[src/rtl/core/ntft_pkg.sv]
package ntft_pkg;

  typedef logic [63:0] stamp_t;
  typedef logic [15:0] tag_t;
  typedef logic [5:0]  index_t;
  typedef logic [6:0]  count_t;
  typedef logic [1:0]  code_t;

  // Request actions
  localparam code_t ACT_APPEND = 2'd0;
  localparam code_t ACT_LOOKUP = 2'd1;
  localparam code_t ACT_FLUSH  = 2'd2;
  localparam code_t ACT_NOP    = 2'd3;

  // Result status codes
  localparam code_t RS_OK        = 2'd0;
  localparam code_t RS_NOT_NEWER = 2'd1;
  localparam code_t RS_FULL      = 2'd2;
  localparam code_t RS_MISS      = 2'd3;

  // Reported bound of an empty table
  localparam stamp_t NO_STAMP = '1;

  typedef struct packed {
    code_t  action;
    stamp_t timestamp;
    tag_t   frame_tag;
  } request_t;

  typedef struct packed {
    code_t  status;
    tag_t   found_tag;
    index_t found_index;
    logic   in_span;
    stamp_t first_stamp;
    stamp_t last_stamp;
    count_t entry_count;
  } result_t;

  // Classified operation handed from the front queue to the table engine
  typedef struct packed {
    logic   append;
    logic   lookup;
    logic   flush;
    stamp_t stamp;
    tag_t   tag;
  } op_t;

endpackage

[src/rtl/core/ntft_front.sv]
module ntft_front (
  input  logic              clk,
  input  logic              rst,
  input  logic              push,
  output logic              full,
  input  ntft_pkg::request_t request,
  input  logic              take,
  output logic              op_valid,
  output ntft_pkg::op_t     op
);

  ntft_pkg::op_t slots [2];
  ntft_pkg::op_t op_in;
  logic          wr_ptr;
  logic          rd_ptr;
  logic [1:0]    fill;
  logic          accept;
  logic          drain;

  // Decode the action into one-hot operation flags; an unused action becomes no flag.
  always_comb begin
    op_in.append = 1'b0;
    op_in.lookup = 1'b0;
    op_in.flush  = 1'b0;
    op_in.stamp  = request.timestamp;
    op_in.tag    = request.frame_tag;
    unique case (request.action)
      ntft_pkg::ACT_APPEND: op_in.append = 1'b1;
      ntft_pkg::ACT_LOOKUP: op_in.lookup = 1'b1;
      ntft_pkg::ACT_FLUSH:  op_in.flush  = 1'b1;
      ntft_pkg::ACT_NOP:    op_in.append = 1'b0;
      default:              op_in.append = 1'b0;
    endcase
  end

  assign full     = (fill == 2'd2);
  assign op_valid = (fill != 2'd0);
  assign op       = slots[rd_ptr];
  assign accept   = push && !full;
  assign drain    = take && op_valid;

  always_ff @(posedge clk) begin
    if (rst) begin
      wr_ptr <= 1'b0;
      rd_ptr <= 1'b0;
      fill   <= 2'd0;
    end else begin
      if (accept) begin
        wr_ptr <= !wr_ptr;
      end
      if (drain) begin
        rd_ptr <= !rd_ptr;
      end
      case ({accept, drain})
        2'b10:   fill <= fill + 2'd1;
        2'b01:   fill <= fill - 2'd1;
        default: fill <= fill;
      endcase
    end
  end

  always_ff @(posedge clk) begin
    if (accept) begin
      slots[wr_ptr] <= op_in;
    end
  end

endmodule

[config.mk]
export PLATFORM = sky130hd
export DESIGN_NAME = ntft_front
export DESIGN_NICKNAME = d
export VERILOG_FILES = /design/src/rtl/core/ntft_pkg.sv /design/src/rtl/core/ntft_front.sv
export SDC_FILE = /design/constraint.sdc
export NUM_CORES = 1
export LEC_CHECK = 0
export ABC_CLOCK_PERIOD_IN_PS = 3830
export BUFFER_PORTS_ARGS = -buffer_cell sky130_fd_sc_hd__buf_2
export CAP_MARGIN = 20
export CORE_MARGIN = 2
export CORE_UTILIZATION = 52
export DETAILED_ROUTE_END_ITERATION = 8
export HOLD_SLACK_MARGIN = 0.02
export PLACE_DENSITY = 0.79
export SETUP_SLACK_MARGIN = 0.5
export SLEW_MARGIN = 20
export SYNTH_ARGS = -nofsm -noshare
export SYNTH_HDL_FRONTEND = slang
export SYNTH_SLANG_ARGS = --single-unit
[constraint.sdc]
create_clock -name clk -period 3.83 [get_ports clk]
set_input_delay 0.383 -clock clk [delete_from_list [all_inputs] [get_ports clk]]
set_output_delay 0.383 -clock clk [all_outputs]
set_load 0.05 [all_outputs]
==> flow_summary.toml <==
[global_routing]
overflow = 0
grt_pass1_wl_um = 16510
antenna_found_initial = 0
grt_pass1_vias = 3367
grt_usage = 0.1725
grt_max_degree = 84

[floorplanning]
num_rows = 39
coreArea_mm2 = 0.01152
die_w_um = 113.3
ioPinCount = 171
start_util = 0.5390
chipHeight_um = 113.3
dieArea_mm2 = 0.01283

[sta]
finalSetupViolCount = 0
finalCritPeriodShare = 0.6417
rsz0062_at_grt = "false"
skew_ns = 0.006884
fin_crit_ns = 2.458
fmax_mhz = 406.9
slew_viol_final = 0
worst_pin_slew_ns = 0.5935
fin_tns_setup_ns = 0
maxSlewHeadroom = 0.6043
hold_viol = 0

[power]
ir_drop_v = 0.0006103
power.switching_mw = 2.377
p_leak_nw = 2.932
internal_power_mw = 3.951
power_switching_share = 0.3757
power_frac_seq = 0.394
clkPwrFrac = 0.254
powerDensity_mw_per_mm2 = 808.1
combPwrFrac = 0.352

[final_layout]
diodes = 0
syn_to_final_growth_pct = 26.16
nets = 557
final_common_cell = "buf_2"
utilization = 0.6800
layout_common_cells = "170 x buf_2, 166 x edfxtp_1, 83 x mux2_2"
fill_cells = 789
drive_above_1_share = 0.5963
multiInputGateArea_mm2 = 0.001071
regArea_mm2 = 0.005089
stdcell_count = 626
fin_area_mm2 = 0.007831

[drt]
drtIter0Drc = 177
via_count = 3184
firstDrtPassIters = 6
routed_wl_um = 10740
drtAntennaViolNets = 0
drc_errors = 13
wire_per_inst_um = 17.15
via_per_inst = 5.086

[clocking]
post_cts_resized = 0
post_cts_buffers = 0
cts-root-buf = "clkbuf_16"
clockBufferDepth = 2
clk_latency_ns = 0.41
cts.sink_count = 171
h-tree-depth = 4
cts_tree = "built"
cts_buffers = 17
cts_hold_buf = 0
clkSlewWorstSetupHoldPaths_ns = 0.06

[logic_synthesis]
synth_area_mm2 = 0.006207
yosysTopAreaCell = "edfxtp_1"
synthDistinctLibCells = 19
syn_inst = 287
yosysSeqAreaShare = 0.8192
syn_avg_cell_area_um2 = 21.63
synth_top_cells_by_area = "edfxtp_1 80%, mux2_2 15%, dfxtp_1 1.6%"
ys_warn_count = 0
syn_nets = 374
synth_top_area_frac = 0.8031
ys_ff_latch = 171

[worst_setup_path]
crit_fanout = 42
cp.arrival_ns = 2.07
crit_path_end_kind = "output pin"
r2r_cells = 5
worstSetupStartpointType = "register"
crit_type = "reg -> out"
cp.required_ns = 3.45

[placed_design]
placed_area_mm2 = 0.007222
gp_congestion = 0.7052
portBuffers = 170
hpwl_um = 6707
place_inst = 592

[outcome]
run_status = "finished with violations"
violations = "DRC"

[hold_path]
min_path_type = "in -> reg"
hold_depth = 1

[flow_run]
drv_cap = 0
## power groups by stage
| stage | Clock, mW | Sequential [mW] | Combinational, mW |
|---|---|---|---|
| 2_1_floorplan | 0 | 2.46 | 1.83 |
| 3_3_place_gp | 0 | 2.59 | 2.14 |
| 3_5_place_dp | 0 | 2.60 | 2.16 |
| 4_1_cts | 1.64 | 2.57 | 2.17 |
| 5_1_grt | 1.70 | 2.53 | 2.32 |
| 6_report | 1.60 | 2.50 | 2.23 |
## metal layers
metal	wire length, µm	global-route usage	part of all wire
met1	4222	0.2010	0.39
met2	5522	0.2906	0.51
met3	849	0.06374	0.079
met4	141	0.07073	0.013
met5	0	0	0
## flip-flops by register name, indices dropped and copies added, names as in the netlist, named ones only
| signal | cells |
|---|---|
| slots | 166 |
| wr_ptr | 1 |
| fill | 2 |
| rd_ptr | 1 |
## worst max-delay path, cell delays in order, from the launching register on
cell,delay (ns)
dfxtp_4,0.71
buf_12,0.31
mux2_2,0.40
buf_2,0.22
## synthesized netlist by cell type
master	count
mux2_2	83
xnor2_1	2
inv_2	1
o21a_1	1
o21ai_0	2
nand2_1	1
edfxtp_1	166
buf_2	9
nand2b_2	1
a21oi_1	2
nor2b_1	2
or2_2	1
or3_1	2
ha_1	1
xor2_1	1
and3_1	1
nor2_1	4
dfxtp_1	5
inv_1	2
## per-stage QoR
| stage | setup slack [ns] | hold WS (ns) | total power, mW |
|---|---|---|---|
| 3_3_place_gp | 1.676 | 0.4755 | 4.724 |
| 3_5_place_dp | 1.653 | 0.4985 | 4.759 |
| 6_report | 1.372 | 0.1555 | 6.328 |
| 5_1_grt | 1.253 | 0.1369 | 6.553 |
| 4_1_cts | 1.239 | 0.1395 | 6.373 |
| 2_1_floorplan | 0.7711 | 0.4518 | 4.288 |
## cell families (layout without fill, tap and decap cells)
kind of cell,after synthesis,in the layout,share of synthesized area
flops,171,171,0.8192
fa+ha+maj,1,1,0.002015
xor+xnor,3,3,0.004234
compound gates,5,5,0.004435
mux,83,83,0.1506
buf+inv,12,208,0.009070
simple gates,12,12,0.01048
## area by class of cell
type,count,share of cell area
Sequential cell,171,0.6498
Clock buffer,20,0.05576
Clock inverter,12,0.01598
Inverter,3,0.001598
Tap cell,143,0.02285
Multi-Input combinational cell,104,0.1368
Timing Repair Buffer,173,0.1173
## worst paths after layout
check         startpoint            to  slack (ns)
max             register        op[82]        1.37
min          request[27]  slots[1][27]        0.16
max reg2reg      fill[0]  slots[0][37]        1.67
min reg2reg       wr_ptr        wr_ptr        0.52
No activity file was read; power rests on OpenSTA's default activity.
